`config.mk`:
```
export PLATFORM = sky130hd
export DESIGN_NAME = tmst_exec
export DESIGN_NICKNAME = d
export VERILOG_FILES = /design/src/design/tmst_pkg.sv /design/src/design/tmst_exec.sv
export SDC_FILE = /design/constraint.sdc
export NUM_CORES = 1
export LEC_CHECK = 0
export ABC_AREA = 1
export BUFFER_PORTS_ARGS = -buffer_cell sky130_fd_sc_hd__buf_2
export CAP_MARGIN = 20
export CORE_AREA = 8 8 164 166
export DETAILED_ROUTE_END_ITERATION = 10
export DIE_AREA = 0 0 172 174
export HOLD_SLACK_MARGIN = 0.12
export PLACE_DENSITY_LB_ADDON = 0.1
export RECOVER_POWER = 100
export SYNTH_ARGS = -nofsm -noshare
export SYNTH_HDL_FRONTEND = slang
export SYNTH_SLANG_ARGS = --single-unit
```
`constraint.sdc`:
```
create_clock -name clk -period 3.42 [get_ports clk]
set_input_delay 0.684 -clock clk [delete_from_list [all_inputs] [get_ports clk]]
set_output_delay 0.684 -clock clk [all_outputs]
set_load 0.02 [all_outputs]
```
`src/design/tmst_pkg.sv`:
```
// Package: types, codes and constants of the memory self-test block.
`timescale 1ns / 1ps
`default_nettype none

package tmst_pkg;

    localparam int LENGTH_CAP_BYTES = 262144;
    localparam int LEN_W = $clog2(LENGTH_CAP_BYTES + 1);
    localparam int WC_W = LEN_W - 2;
    localparam int REGION_W = 25;
    localparam logic [REGION_W-1:0] REGION_MAX = 25'h100_0000;

    // input kinds
    localparam logic KIND_START = 1'b0;
    localparam logic KIND_READ_DATA = 1'b1;

    // config register indexes
    localparam logic CFG_MEMORY_READY = 1'b0;
    localparam logic CFG_REGION_BYTES = 1'b1;

    // request kinds
    localparam logic [1:0] REQ_READ = 2'd0;
    localparam logic [1:0] REQ_WRITE = 2'd1;
    localparam logic [1:0] REQ_DONE = 2'd2;

    // finish status
    localparam logic [1:0] ST_PASS = 2'd0;
    localparam logic [1:0] ST_NOT_READY = 2'd1;
    localparam logic [1:0] ST_INVALID = 2'd2;
    localparam logic [1:0] ST_COMPARE_FAIL = 2'd3;

    typedef struct packed {
        logic        kind;
        logic [31:0] base_offset;
        logic [31:0] length;
        logic [31:0] read_data;
    } tmst_in_t;

    typedef struct packed {
        logic [1:0]  request_kind;
        logic [21:0] word_offset;
        logic [31:0] write_data;
        logic [1:0]  status;
        logic [23:0] fail_byte_offset;
        logic [31:0] expected;
        logic [31:0] observed;
        logic [18:0] tested_bytes;
        logic        last;
    } tmst_out_t;

    // classified item between front and exec
    typedef struct packed {
        logic                is_read;
        logic                not_ready;
        logic                bad;
        logic [23:0]         off;
        logic [LEN_W-1:0]    len_c;
        logic [REGION_W-1:0] rem;
        logic [31:0]         read_data;
    } tmst_cmd_t;

    // up to two results per item, count in n
    typedef struct packed {
        logic [1:0] n;
        tmst_out_t  r0;
        tmst_out_t  r1;
    } tmst_res_push_t;

endpackage

`default_nettype wire

```
`src/design/tmst_exec.sv`:
```
// Exec: test sequencer that turns each item into up to two results: requests and/or a finish.
`timescale 1ns / 1ps
`default_nettype none

module tmst_exec
    import tmst_pkg::*;
(
    input  wire logic      clk,
    input  wire logic      rst_n,
    input  wire tmst_cmd_t cmd,
    input  wire logic      cmd_empty,
    output logic           cmd_pop,
    input  wire logic      res_space,
    output tmst_res_push_t res_push
);

    localparam logic [1:0] PH_IDLE = 2'd0;
    localparam logic [1:0] PH_ORIG = 2'd1;
    localparam logic [1:0] PH_CHK1 = 2'd2;
    localparam logic [1:0] PH_CHK2 = 2'd3;

    logic [1:0]      phase_reg, phase_next;
    logic [WC_W-1:0] wi_reg, wi_next;
    logic [WC_W-1:0] wc_reg, wc_next;
    logic [21:0]     addr_reg, addr_next;
    logic [23:0]     fbo_reg, fbo_next;
    logic [31:0]     saved_reg, saved_next;

    logic [LEN_W-1:0] len_min;
    logic [WC_W-1:0]  wc_start;
    logic [WC_W-1:0]  wi_inc;
    logic [31:0]      pat;

    function automatic tmst_out_t mk_req(input logic [1:0] kind, input logic [21:0] woff,
                                         input logic [31:0] wdata);
        tmst_out_t r;
        r = '0;
        r.request_kind = kind;
        r.word_offset  = woff;
        r.write_data   = wdata;
        return r;
    endfunction

    function automatic tmst_out_t mk_done(input logic [1:0] st, input logic [23:0] fbo,
                                          input logic [31:0] expv, input logic [31:0] obs,
                                          input logic [18:0] tested);
        tmst_out_t r;
        r = '0;
        r.request_kind     = REQ_DONE;
        r.status           = st;
        r.fail_byte_offset = fbo;
        r.expected         = expv;
        r.observed         = obs;
        r.tested_bytes     = tested;
        r.last             = 1'b1;
        return r;
    endfunction

    assign cmd_pop = !cmd_empty && res_space;

    always_comb
    begin
        len_min  = ({{(REGION_W - LEN_W){1'b0}}, cmd.len_c} > cmd.rem)
                   ? cmd.rem[LEN_W-1:0] : cmd.len_c;
        wc_start = len_min[LEN_W-1:2];
        wi_inc   = wi_reg + 1'b1;
        pat      = {{(32 - WC_W){1'b0}}, wi_reg};

        phase_next = phase_reg;
        wi_next    = wi_reg;
        wc_next    = wc_reg;
        addr_next  = addr_reg;
        fbo_next   = fbo_reg;
        saved_next = saved_reg;
        res_push   = '0;

        if (cmd_pop)
        begin
            if (!cmd.is_read)
            begin
                if (phase_reg == PH_IDLE)
                begin
                    res_push.n = 2'd1;
                    if (cmd.not_ready)
                    begin
                        res_push.r0 = mk_done(ST_NOT_READY, '0, '0, '0, '0);
                    end
                    else if (cmd.bad || (wc_start == '0))
                    begin
                        res_push.r0 = mk_done(ST_INVALID, '0, '0, '0, '0);
                    end
                    else
                    begin
                        res_push.r0 = mk_req(REQ_READ, cmd.off[23:2], '0);
                        phase_next  = PH_ORIG;
                        wi_next     = '0;
                        wc_next     = wc_start;
                        addr_next   = cmd.off[23:2];
                        fbo_next    = cmd.off;
                        saved_next  = '0;
                    end
                end
            end
            else
            begin
                unique case (phase_reg)
                    PH_IDLE:
                    begin
                        // stray read data: dropped
                    end
                    PH_ORIG:
                    begin
                        saved_next  = cmd.read_data;
                        res_push.n  = 2'd2;
                        res_push.r0 = mk_req(REQ_WRITE, addr_reg, pat);
                        res_push.r1 = mk_req(REQ_READ, addr_reg, '0);
                        phase_next  = PH_CHK1;
                    end
                    PH_CHK1:
                    begin
                        res_push.n = 2'd2;
                        if (cmd.read_data != pat)
                        begin
                            res_push.r0 = mk_req(REQ_WRITE, addr_reg, saved_reg);
                            res_push.r1 = mk_done(ST_COMPARE_FAIL, fbo_reg, pat,
                                                  cmd.read_data, '0);
                            phase_next  = PH_IDLE;
                        end
                        else
                        begin
                            res_push.r0 = mk_req(REQ_WRITE, addr_reg, ~pat);
                            res_push.r1 = mk_req(REQ_READ, addr_reg, '0);
                            phase_next  = PH_CHK2;
                        end
                    end
                    PH_CHK2:
                    begin
                        res_push.n  = 2'd2;
                        res_push.r0 = mk_req(REQ_WRITE, addr_reg, saved_reg);
                        if (cmd.read_data != ~pat)
                        begin
                            res_push.r1 = mk_done(ST_COMPARE_FAIL, fbo_reg, ~pat,
                                                  cmd.read_data, '0);
                            phase_next  = PH_IDLE;
                        end
                        else if (wi_inc != wc_reg)
                        begin
                            res_push.r1 = mk_req(REQ_READ, addr_reg + 22'd1, '0);
                            wi_next     = wi_inc;
                            addr_next   = addr_reg + 22'd1;
                            fbo_next    = fbo_reg + 24'd4;
                            phase_next  = PH_ORIG;
                        end
                        else
                        begin
                            res_push.r1 = mk_done(ST_PASS, '0, '0, '0, {wc_reg, 2'b00});
                            wi_next     = wi_inc;
                            phase_next  = PH_IDLE;
                        end
                    end
                    default:
                    begin
                        phase_next = PH_IDLE;
                    end
                endcase
            end
        end
    end

    always_ff @(posedge clk or negedge rst_n)
    begin
        if (!rst_n)
        begin
            phase_reg <= PH_IDLE;
            wi_reg    <= '0;
            wc_reg    <= '0;
            addr_reg  <= '0;
            fbo_reg   <= '0;
            saved_reg <= '0;
        end
        else
        begin
            phase_reg <= phase_next;
            wi_reg    <= wi_next;
            wc_reg    <= wc_next;
            addr_reg  <= addr_next;
            fbo_reg   <= fbo_next;
            saved_reg <= saved_next;
        end
    end

endmodule

`default_nettype wire

```
### After elaboration in Yosys (flattened, before gate mapping)

Cells that the tools add are included.

* flip-flop bits (word level): 114
* input port bits: 107
* output and inout port bits: 335
* logic and storage cells: 82

* $add $sub $neg: 3
* order comparisons: 1
* equality and inequality tests: 13
* mux-type cells: 44
* bitwise operators: 4
* reduce and logical (&&, ||, !) cells: 11

Operator list (count)
* 334-bit case mux with 3 select lines: 1
* 166-bit two-way mux: 5
* 334-bit two-way mux: 1
* 308-bit two-way mux: 1
* 168-bit two-way mux: 1
* 24-bit two-way mux: 7
* 167-bit two-way mux: 1
* 32-bit two-way mux: 5
* 22-bit two-way mux: 7
* 17-bit two-way mux: 6
* 32-bit by 17-bit inequality test with 1-bit output: 1
* 32-bit inequality test: 1
* 17-bit NOT with 32-bit output: 1
* 19-bit by 25-bit greater-than comparator with 1-bit output: 1
* 24-bit by 3-bit adder with 24-bit output, second input constant: 1
* 22-bit by 1-bit adder with 22-bit output, second input constant: 1
* 19-bit two-way mux: 1
* 17-bit by 1-bit adder with 17-bit output, second input constant: 1
* 17-bit zero test: 1
* 17-bit inequality test: 1
* 5-bit AND reduction: 3
* 2-bit two-way mux: 5
* 2-bit by 1-bit inequality test with 1-bit output, second input constant: 4
* 7-bit AND reduction: 1
* 13 further kinds: 18

### Longest topological paths before layout

Gate-level depths: netlist (run 1).

* word-level depth: 9
* gate-level depth with buffers: 24

### Least setup slack after synthesis (run 1)

No wires, ideal clock.

* path kind: input to output
* start point: input res_space
* end point: output res_push[100] (netlist name)
* arrival: 3.061 ns
* setup slack: -0.325 ns
* stages: 10
* buffers on the path: 2
* cell sequence: inv_1 -> nor2_1 -> clkinv_1 -> nor2_1 -> clkinv_1 -> a21oi_1 -> inv_2 -> buf_4 -> buf_4 -> nor2_1

RTL lines
* start, declared: RTL line tmst_exec.sv:13 `input wire logic res_space,`
* end, declared: RTL line tmst_exec.sv:14 `output tmst_res_push_t res_push`

==> results of run 1 <==
-- cell type report --
| cell class | count | area, um2 | area share [%] |
|---|---|---|---|
| Clock inverter | 11 | 160 | 0.916 |
| Tap cell | 330 | 413 | 2.36 |
| Timing Repair Buffer | 529 | 4530 | 25.9 |
| Clock buffer | 20 | 457 | 2.61 |
| Multi-Input combinational cell | 1372 | 8130 | 46.5 |
| Inverter | 244 | 941 | 5.38 |
| Antenna cell | 1 | 2.50 | 0.0143 |
| Sequential cell | 114 | 2860 | 16.3 |
-- cells in the mapped netlist (all sizes together) (3+ instances only) --
cell type / n / area, um2
clkinv: 8 / 30.0
nor2: 207 / 782
a211oi: 5 / 37.5
a21oi: 75 / 375
nand4: 127 / 807
a221oi: 15 / 131
o31ai: 3 / 22.5
nand2: 486 / 1840
nor3b: 5 / 37.5
xnor2: 10 / 87.6
buf: 210 / 1490
clkbuf: 55 / 206
dfrtp: 114 / 2850
o21ai: 91 / 455
nor4: 16 / 106
or2: 15 / 93.8
nor3: 36 / 185
inv: 236 / 886
xor2: 34 / 298
ha: 26 / 325
nand3: 65 / 350
-- how the worst min path moves through the flow --
stage | startpoint | end | cells past startpoint
after CTS | rst_n | fbo_reg[22]$_DFFE_PN0P_ | 1
after global routing | saved_reg[0]$_DFFE_PN0P_ | saved_reg[0]$_DFFE_PN0P_ | 2
after global placement | saved_reg[25]$_DFFE_PN0P_ | saved_reg[25]$_DFFE_PN0P_ | 2
after detailed placement | saved_reg[28]$_DFFE_PN0P_ | saved_reg[28]$_DFFE_PN0P_ | 2
after floorplan | rst_n | addr_reg[0]$_DFFE_PN0P_ | 0
final | fbo_reg[23]$_DFFE_PN0P_ | fbo_reg[23]$_DFFE_PN0P_ | 2
-- where the power goes --
group | internal [mW] | switching, mW
sequential | 1.82 | 0.549
clock | 1.25 | 0.671
combinational | 1.45 | 2.34
total | 4.51 | 3.56
-- layer usage --
layer	up-vias	part of all wire, %	GRT usage (%)
met4	0	4.9	14.8
met3	153	7.9	5.88
li1	6486	-	-
met2	726	48	47.6
met5	-	0	0
met1	6483	39	34.2
-- critical path: stages --
cell and delay [ns]:
buf_2 0.11, inv_1 0.06, nor4_1 0.32, nand2_1 0.19, nor4_2 0.22, nand4_1 0.17
nor3_2 0.24, buf_4 0.18, buf_6 0.11, nor2_4 0.03, inv_2 0.09, a21oi_4 0.07
clkinv_4 0.15, buf_12 0.15, clkbuf_16 0.18, nor2_4 0.04, buf_6 0.12
-- what timing repair did --
| item | in CTS | in global routing |
|---|---|---|
| resized for setup | 224 | 408 |
| setup endpoints to repair | 172 | 189 |
| buffers inserted | 23 | 25 |
| pin swaps | 19 | 32 |
| gates cloned | 8 | 8 |
-- cell families after synthesis --
family,share of synthesized area (%)
flops,24.8
xor+xnor,3.35
buf+inv,22.7
simple gates,36.9
compound gates,9.40
other cells,0.0326
fa+ha+maj,2.83
-- metrics by stage --
stage	power, mW	cell area, um2	cells
floorplan	4.26	12100	1995
global placement	5.19	13900	2536
detailed placement	5.24	13900	2536
CTS	7.43	15700	2598
global route	8.56	17500	2621
finish	8.07	17500	2621
==> results.tsv, run 1 <==
metric	value	unit
final core occ	71.3	%
pre-CTS setup slack	-0.407	ns
num ports	442	
CTS H-tree depth	4	
DRC Markers	0	
most common cell after layout, fill and taps aside	nand2_1	
flops & latches, synth	114	
failing checks	capacitance limit, slew limit, setup timing	
fillers	2045	
crit path kind	input port to output pin	
R2R setup slack	0.51	ns
Startpoint Class	input port	
CP arrival	3.12	ns
Initial Utilization	46.9	%
HPWL Detailed	32.8	mm
largest net degree at the start of global routing	59	
Total GRT Usage	28.6	%
ys async rst share	100	%
Starting DRT DRC Count	1154	
vias in the first global route	13400	
count of flip-flops with a built-in enable after synthesis	0	
final setup margin	-0.387	ns
Synth Instances	1854	
Rows	58	
clock-pin slew on the worst setup and hold paths	0.06	ns
nets	2411	
Hold Worst Slack	0.484	ns
Slew @ Worst Pin	1.59	ns
Layout Skew	0.00976	ns
syn_area_per_cell	6.20	um2
Skew-Pair Late Insertion Delay	0.43	ns
Worst setup startpoint	cmd[21]	
first-pass GRT wire length	68.9	mm
Min-Delay Path Class	flop to flop	
YS warnings	0	
CTS Buf Count	17	
Max IR drop VDD	0.000392	V
post-synthesis sequential area ratio	24.8	%
CTS Sinks	114	
Clock Tree Buf Depth	2	
final slew viol count	59	
reg2reg end	fbo_reg[11]$_DFFE_PN0P_	
ANT nets after route	0	
Die Area	29900	um2
RSZ-0062 raised after global routing	true	
Die Wd	172	um
final hold violations	0	
r2r startpoint	wi_reg[1]$_DFFE_PN0P_	
total core area	24500	um2
Synth cell types	45	
max-cap violation count	1	
pwr dens	462	nW/um2
synthesized cell area	11500	um2
status	finished with violations	
share of cells above drive strength 1	37.1	%
fmax	263	MHz
commonest non-fill, non-tap cells in the layout	nand2_1 (453), buf_4 (230), inv_1 (215)	
Hold-fix buffers, CTS	0	
post-route setup TNS	-43.82	ns
Clock Tree Root	clkbuf_16	
number of antenna violations at the first check in global routing	1	
Tmin final	3.81	ns
Critical Path RT	2.74	ns
max reg flops	32	
Worst Reg-to-Reg Cells	19	
wire per inst	18.4	um
grt ovf	0	
final wirelength	48.1	mm
vias post-DR	13800	
CP Max Fanout	8	
P&R area growth vs syn	52.0	%
die height	174	um
port bufs	299	
post-route clock period utilization	111	%
DR vias/cell	5.28	
CP Capture Point	res_push[90]	
routability cong.	0.948	
Slew headroom	-5.95	%
CP Capture Type	output pin	
leakage dissipation	8.95	nW
# setup viols final	172	
Initial DRT Pass Iterations	8	
Post-synth top flop	dfrtp_1	
CTS tree	done	
Note: power is estimated with default switching activity, not from simulation.
==> run 2, diff against run 1 <==
--- a/config.mk
+++ b/config.mk
@@ -6,11 +6,11 @@
 export NUM_CORES = 1
 export LEC_CHECK = 0
 export ABC_AREA = 1
-export BUFFER_PORTS_ARGS = -buffer_cell sky130_fd_sc_hd__buf_2
 export CAP_MARGIN = 20
-export CORE_AREA = 8 8 164 166
+export CORE_AREA = 8 8 165 167
 export DETAILED_ROUTE_END_ITERATION = 10
-export DIE_AREA = 0 0 172 174
+export DIE_AREA = 0 0 173 175
+export DONT_BUFFER_PORTS = 1
 export HOLD_SLACK_MARGIN = 0.12
 export PLACE_DENSITY_LB_ADDON = 0.1
 export RECOVER_POWER = 100
==> constraint.sdc (replaced) <==
create_clock -name clk -period 3.42 [get_ports clk]
set_input_delay 0.684 -clock clk [delete_from_list [all_inputs] [get_ports clk]]
set_output_delay 0.684 -clock clk [all_outputs]
set_load 0.01 [all_outputs]
==> run 2 against run 1 <==
  * The run still ends with capacitance limit, slew limit, setup timing left
  * Critical path type is now flop to output pin
  * Largest power group unchanged
  * Combinational power decreased by 11%
  * Sequential cell count stayed put
  * First-iteration DRC count is 2.3% lower
==> results.tsv, run 2 (synthesis gave the netlist of run 1 again) <==
metric	value	unit
status	finished with violations	
failing checks	capacitance limit, slew limit, setup timing	
crit-path max cell delay	0.37	ns
fmax	265	MHz
Slew @ Worst Pin	2.78	ns
# setup viols final	230	
port bufs	0	
pwr dens	495	nW/um2
crit path kind	flop to output pin	
commonest non-fill, non-tap cells in the layout	nand2_1 (453), buf_4 (227), inv_1 (224)	
met3 Use GR	7.06	%
ANT nets after route	0	
Die Wd	173	um
Layout Skew	0.0104	ns
Slew headroom	-85.1	%
wire per inst	19.2	um
HPWL Detailed	31.6	mm
final slew viol count	115	
DR vias/cell	5.38	
CTS Buf Count	17	
Buf/Inv on CP	3	
r2r startpoint	wi_reg[0]$_DFFE_PN0P_	
Ant. Diodes	0	
Hold Worst Slack	0.398	ns
nets	2202	
Die Area	30300	um2
most used cell, CP	nand3_4	
GRT busiest layer	met2	
CTS Sinks	114	
total power	7.72	mW
Total GRT Usage	28.2	%
Critical Path RT	2.74	ns
Initial Utilization	46.6	%
total core area	24700	um2
leakage dissipation	7.91	nW
vias in the first global route	12800	
post-route clock period utilization	110	%
final setup margin	-0.348	ns
pre-CTS setup slack	-0.337	ns
CP Capture Type	output pin	
max reg flops	32	
Hold Crit Depth	2	
Min-Delay Path Class	input port to flop	
Initial DRT Pass Iterations	5	
routability cong.	0.928	
die height	175	um
Clock Tree Buf Depth	2	
CTS tree	done	
largest net degree at the start of global routing	115	
first-pass GRT wire length	69.6	mm
Rows	58	
CP arrival	3.08	ns
Skew-Pair Late Insertion Delay	0.43	ns
R2R setup slack	-0.10	ns
vias post-DR	13000	
post-route setup TNS	-44.03	ns
P&R area growth vs syn	35.7	%
CP Max Fanout	7	
most common cell after layout, fill and taps aside	nand2_1	
reg2reg end	addr_reg[11]$_DFFE_PN0P_	
Worst Reg-to-Reg Cells	26	
final wirelength	46.3	mm
RSZ-0062 raised after global routing	true	
met2 Use GR	47.6	%
num ports	442	
final hold violations	0	
number of antenna violations at the first check in global routing	0	
Starting DRT DRC Count	1128	
CTS H-tree depth	4	
Worst path slowest cell	dfrtp_1	
Max IR drop VDD	0.000296	V
Clock Tree Root	clkbuf_16	
grt ovf	0	
met1 Usage GRT	33.6	%
clock-pin slew on the worst setup and hold paths	0.06	ns
sink of the worst hold path	fbo_reg[1]$_DFFE_PN0P_	
max-cap violation count	1	
Hold Path Origin	cmd[77]	
CP cell instances	ha_2 > nand2_4 > nor2_4 > buf_6 > nand3_4 > xor2_4 > xor2_2 > nor2_1 > nand3_1 > nor2_2 > nand2_2 > nand3_4 > buf_8 > or2_1 > a21oi_2 > buf_4	
CP delay by family, top	simple AND/OR/NAND/NOR gates	
share of cells above drive strength 1	27.3	%
Tmin final	3.77	ns
Startpoint Class	flop	
DRC Markers	0	
[run 2: stage by stage]
stage | area (um2) | util, % | instances
4_1_cts | 14600 | 59.4 | 2395
6_report | 15600 | 63.3 | 2412
3_5_place_dp | 12900 | 52.4 | 2326
2_1_floorplan | 12000 | - | 1995
3_3_place_gp | 12900 | 52.4 | 2326
5_1_grt | 15600 | 63.3 | 2412
[run 2: worst max path at each step]
stage	startpoint	endpoint	slack, ns	depth (start not counted)
after detailed placement	cmd[46]	res_push[275]	-0.34	20
after global routing	wi_reg[0]$_DFFE_PN0P_	res_push[159]	-0.47	16
final	wi_reg[0]$_DFFE_PN0P_	res_push[159]	-0.35	16
after CTS	cmd[36]	res_push[275]	-0.26	22
after floorplan	cmd[40]	res_push[331]	0.03	18
after global placement	cmd[46]	res_push[275]	-0.30	19
[run 2: metal layers]
layer,vias to the layer above,share of wire (%)
li1,6066,-
met1,6068,39
met2,714,48
met3,137,9.0
met4,0,4.0
met5,-,0
[run 2: cell type report]
class / instances / area (um2)
inverters: 244 / 935
well taps: 330 / 413
repair buffers: 319 / 2960
multi-input cells: 1372 / 7790
flip-flops and latches: 114 / 2860
repair inverters: 1 / 7.51
clock buffers: 20 / 437
clock inverters: 12 / 206
fillers: 2241 / 9070
[run 2: report_power, final]
part / total [mW] / internal [mW] / switching [mW]
sequential: 2.35 / 1.81 / 0.535
combinational: 3.38 / 1.29 / 2.08
clock: 2.00 / 1.30 / 0.702
[run 2: what timing repair did]
item,4_1_cts,5_1_grt
endpoints found under the hold margin,114,0
gates resized for setup,154,208
pin swaps,29,62
hold buffers,1,0
gates cloned,7,6
setup buffers,30,15
setup endpoints to repair,173,222
==> run 3, diff against run 2 <==
--- a/config.mk
+++ b/config.mk
@@ -12,7 +12,6 @@
 export DIE_AREA = 0 0 173 175
 export DONT_BUFFER_PORTS = 1
 export HOLD_SLACK_MARGIN = 0.12
-export PLACE_DENSITY_LB_ADDON = 0.1
 export RECOVER_POWER = 100
 export SYNTH_ARGS = -nofsm -noshare
 export SYNTH_HDL_FRONTEND = slang
==> run 3 against run 2 <==
  * The run still ends with capacitance limit, slew limit, setup timing left
  * Maximum frequency shrank 0.31%
  * Clock-buffer cell count is 3 lower
  * Critical path depth grew 5
  * Core utilization up 4.1 points
  * Largest cell class unchanged
==> results.tsv, run 3 (synthesis gave the netlist of run 1 again) <==
metric	value	unit
status	finished with violations	
failing checks	capacitance limit, slew limit, setup timing	
Starting DRT DRC Count	1430	
Die Wd	173	um
Rows	58	
RSZ-0062 raised after global routing	true	
final setup margin	-0.360	ns
R2R setup slack	0.13	ns
CP Capture Type	output pin	
vias post-DR	13400	
fillers	2027	
routability cong.	0.959	
most used cell, CP	nand2_2	
first-pass GRT wire length	67.4	mm
final slew viol count	115	
Initial Utilization	46.6	%
port bufs	0	
Buf/Inv on CP	6	
Clock Tree Buf Depth	2	
vias in the first global route	12600	
CTS H-tree depth	4	
Placed Instances	2323	
clock-pin slew on the worst setup and hold paths	0.06	ns
Worst path slowest cell	ha_1	
Clock Tree Root	clkbuf_16	
P&R area growth vs syn	44.5	%
r2r startpoint	wi_reg[0]$_DFFE_PN0P_	
Critical Path RT	2.74	ns
max reg flops	32	
Worst Reg-to-Reg Cells	24	
crit-path max cell delay	0.29	ns
final wirelength	47.8	mm
max-cap violation count	1	
CP Max Fanout	6	
CP delay by family, top	simple AND/OR/NAND/NOR gates	
HPWL Detailed	31.5	mm
post-route setup TNS	-22.96	ns
Min-Delay Path Class	input port to flop	
CP cell instances	inv_1 > ha_1 > nand2_2 > inv_2 > nand4_1 > nor2_2 > nand2_2 > nand3_2 > nand2_4 > clkbuf_16 > nand2_4 > nand2_2 > nor2_1 > nand2_1 > nor2_2 > nand3_4 > buf_12 > clkbuf_16 > nand4_1 > a21oi_1 > buf_4	
pwr dens	475	nW/um2
die height	175	um
Hold Worst Slack	0.397	ns
Worst setup startpoint	cmd[43]	
number of antenna violations at the first check in global routing	2	
Hold Path Origin	cmd[76]	
nets	2209	
final hold violations	0	
# setup viols final	152	
Initial DRT Pass Iterations	5	
ANT nets after route	0	
Startpoint Class	input port	
DR vias/cell	5.53	
Tmin final	3.78	ns
grt ovf	0	
num ports	442	
Slew @ Worst Pin	2.77	ns
reg2reg end	addr_reg[7]$_DFFE_PN0P_	
sink of the worst hold path	fbo_reg[0]$_DFFE_PN0P_	
fmax	265	MHz
Hold Crit Depth	2	
Die Area	30300	um2
CTS tree	done	
fin cells	2421	
CTS Sinks	114	
leakage dissipation	8.18	nW
CTS Buf Count	17	
crit path kind	input port to output pin	
commonest non-fill, non-tap cells in the layout	nand2_1 (436), inv_1 (219), buf_4 (189)	
total core area	24700	um2
post-route clock period utilization	111	%
Skew-Pair Late Insertion Delay	0.43	ns
share of cells above drive strength 1	32.4	%
DRC Markers	0	
wire per inst	19.7	um
Layout Skew	0.0115	ns
Total GRT Usage	27.0	%
largest net degree at the start of global routing	115	
Slew headroom	-84.6	%
CP arrival	3.10	ns
Max IR drop VDD	0.000335	V
most common cell after layout, fill and taps aside	nand2_1	
==> run 3: changes by cell type in the layout (fill, tap and decap cells not counted), sizes merged <==
cell | before | now
diode | 0 | 2
buf | 305 | 311
clkinvlp | 6 | 10
inv | 238 | 239
bufinv | 5 | 3
clkbuf | 33 | 31
==> run 3: cell type report <==
| cell class | count | area [um2] | area share [%] |
|---|---|---|---|
| Multi-Input combinational cell | 1372 | 8400 | 50.5 |
| Timing Repair Buffer | 326 | 3360 | 20.2 |
| Sequential cell | 114 | 2860 | 17.2 |
| Inverter | 244 | 973 | 5.86 |
| Clock buffer | 17 | 425 | 2.56 |
| Tap cell | 330 | 413 | 2.48 |
| Clock inverter | 15 | 183 | 1.10 |
| Timing Repair inverter | 1 | 7.51 | 0.0452 |
| Antenna cell | 2 | 5.00 | 0.0301 |
==> run 3: repair_timing <==
action,4_1_cts,5_1_grt
endpoints found under the setup margin,137,229
buffers inserted,20,29
resized for setup,140,435
pin swaps,11,65
gates cloned,3,17
hold buffers,1,0
hold endpoints to repair,114,0
==> run 3: how the worst max path moves through the flow <==
| stage | end | slack [ns] | cells after the start |
|---|---|---|---|
| 4_1_cts | res_push[153] | -0.22 | 17 |
| 3_5_place_dp | res_push[275] | -0.36 | 22 |
| 5_1_grt | res_push[309] | -0.45 | 21 |
| 2_1_floorplan | res_push[331] | 0.03 | 18 |
| 3_3_place_gp | res_push[275] | -0.25 | 22 |
| 6_report | res_push[309] | -0.36 | 21 |
==> run 3: worst register-to-register path: cells and delay by family (launching register included) <==
kind / cells / cell delay (ns)
AND/OR/NAND/NOR: 12 / 1.23
buffers and inverters: 10 / 1.16
flip-flops: 1 / 0.41
XOR/XNOR: 1 / 0.20
adder cells (fa/ha/maj): 1 / 0.17
==> run 3: metal layers <==
| metal | share of wire, % | vias to the layer above | GRT usage [%] |
|---|---|---|---|
| li1 | - | 6081 | - |
| met1 | 38 | 6253 | 33.1 |
| met2 | 48 | 897 | 44.6 |
| met3 | 9.8 | 148 | 5.94 |
| met4 | 4.5 | 0 | 12.6 |
| met5 | 0 | - | 0 |
==> run 3: power by group <==
group          switching, mW  internal [mW]  total (mW)
clock                  0.723           1.15        1.87
sequential             0.561           1.82        2.38
combinational           2.23           1.41        3.64
total                   3.51           4.38        7.89
==> run 3: stage by stage <==
stage / util (%) / total power, mW / setup slack (ns) / instance area, um2
floorplan: - / 4.11 / 0.0291 / 12000
global placement: 52.3 / 4.83 / -0.254 / 12900
detailed placement: 52.3 / 4.87 / -0.363 / 12900
CTS: 58.1 / 7.06 / -0.223 / 14300
global route: 67.4 / 8.33 / -0.449 / 16600
finish: 67.4 / 7.89 / -0.360 / 16600
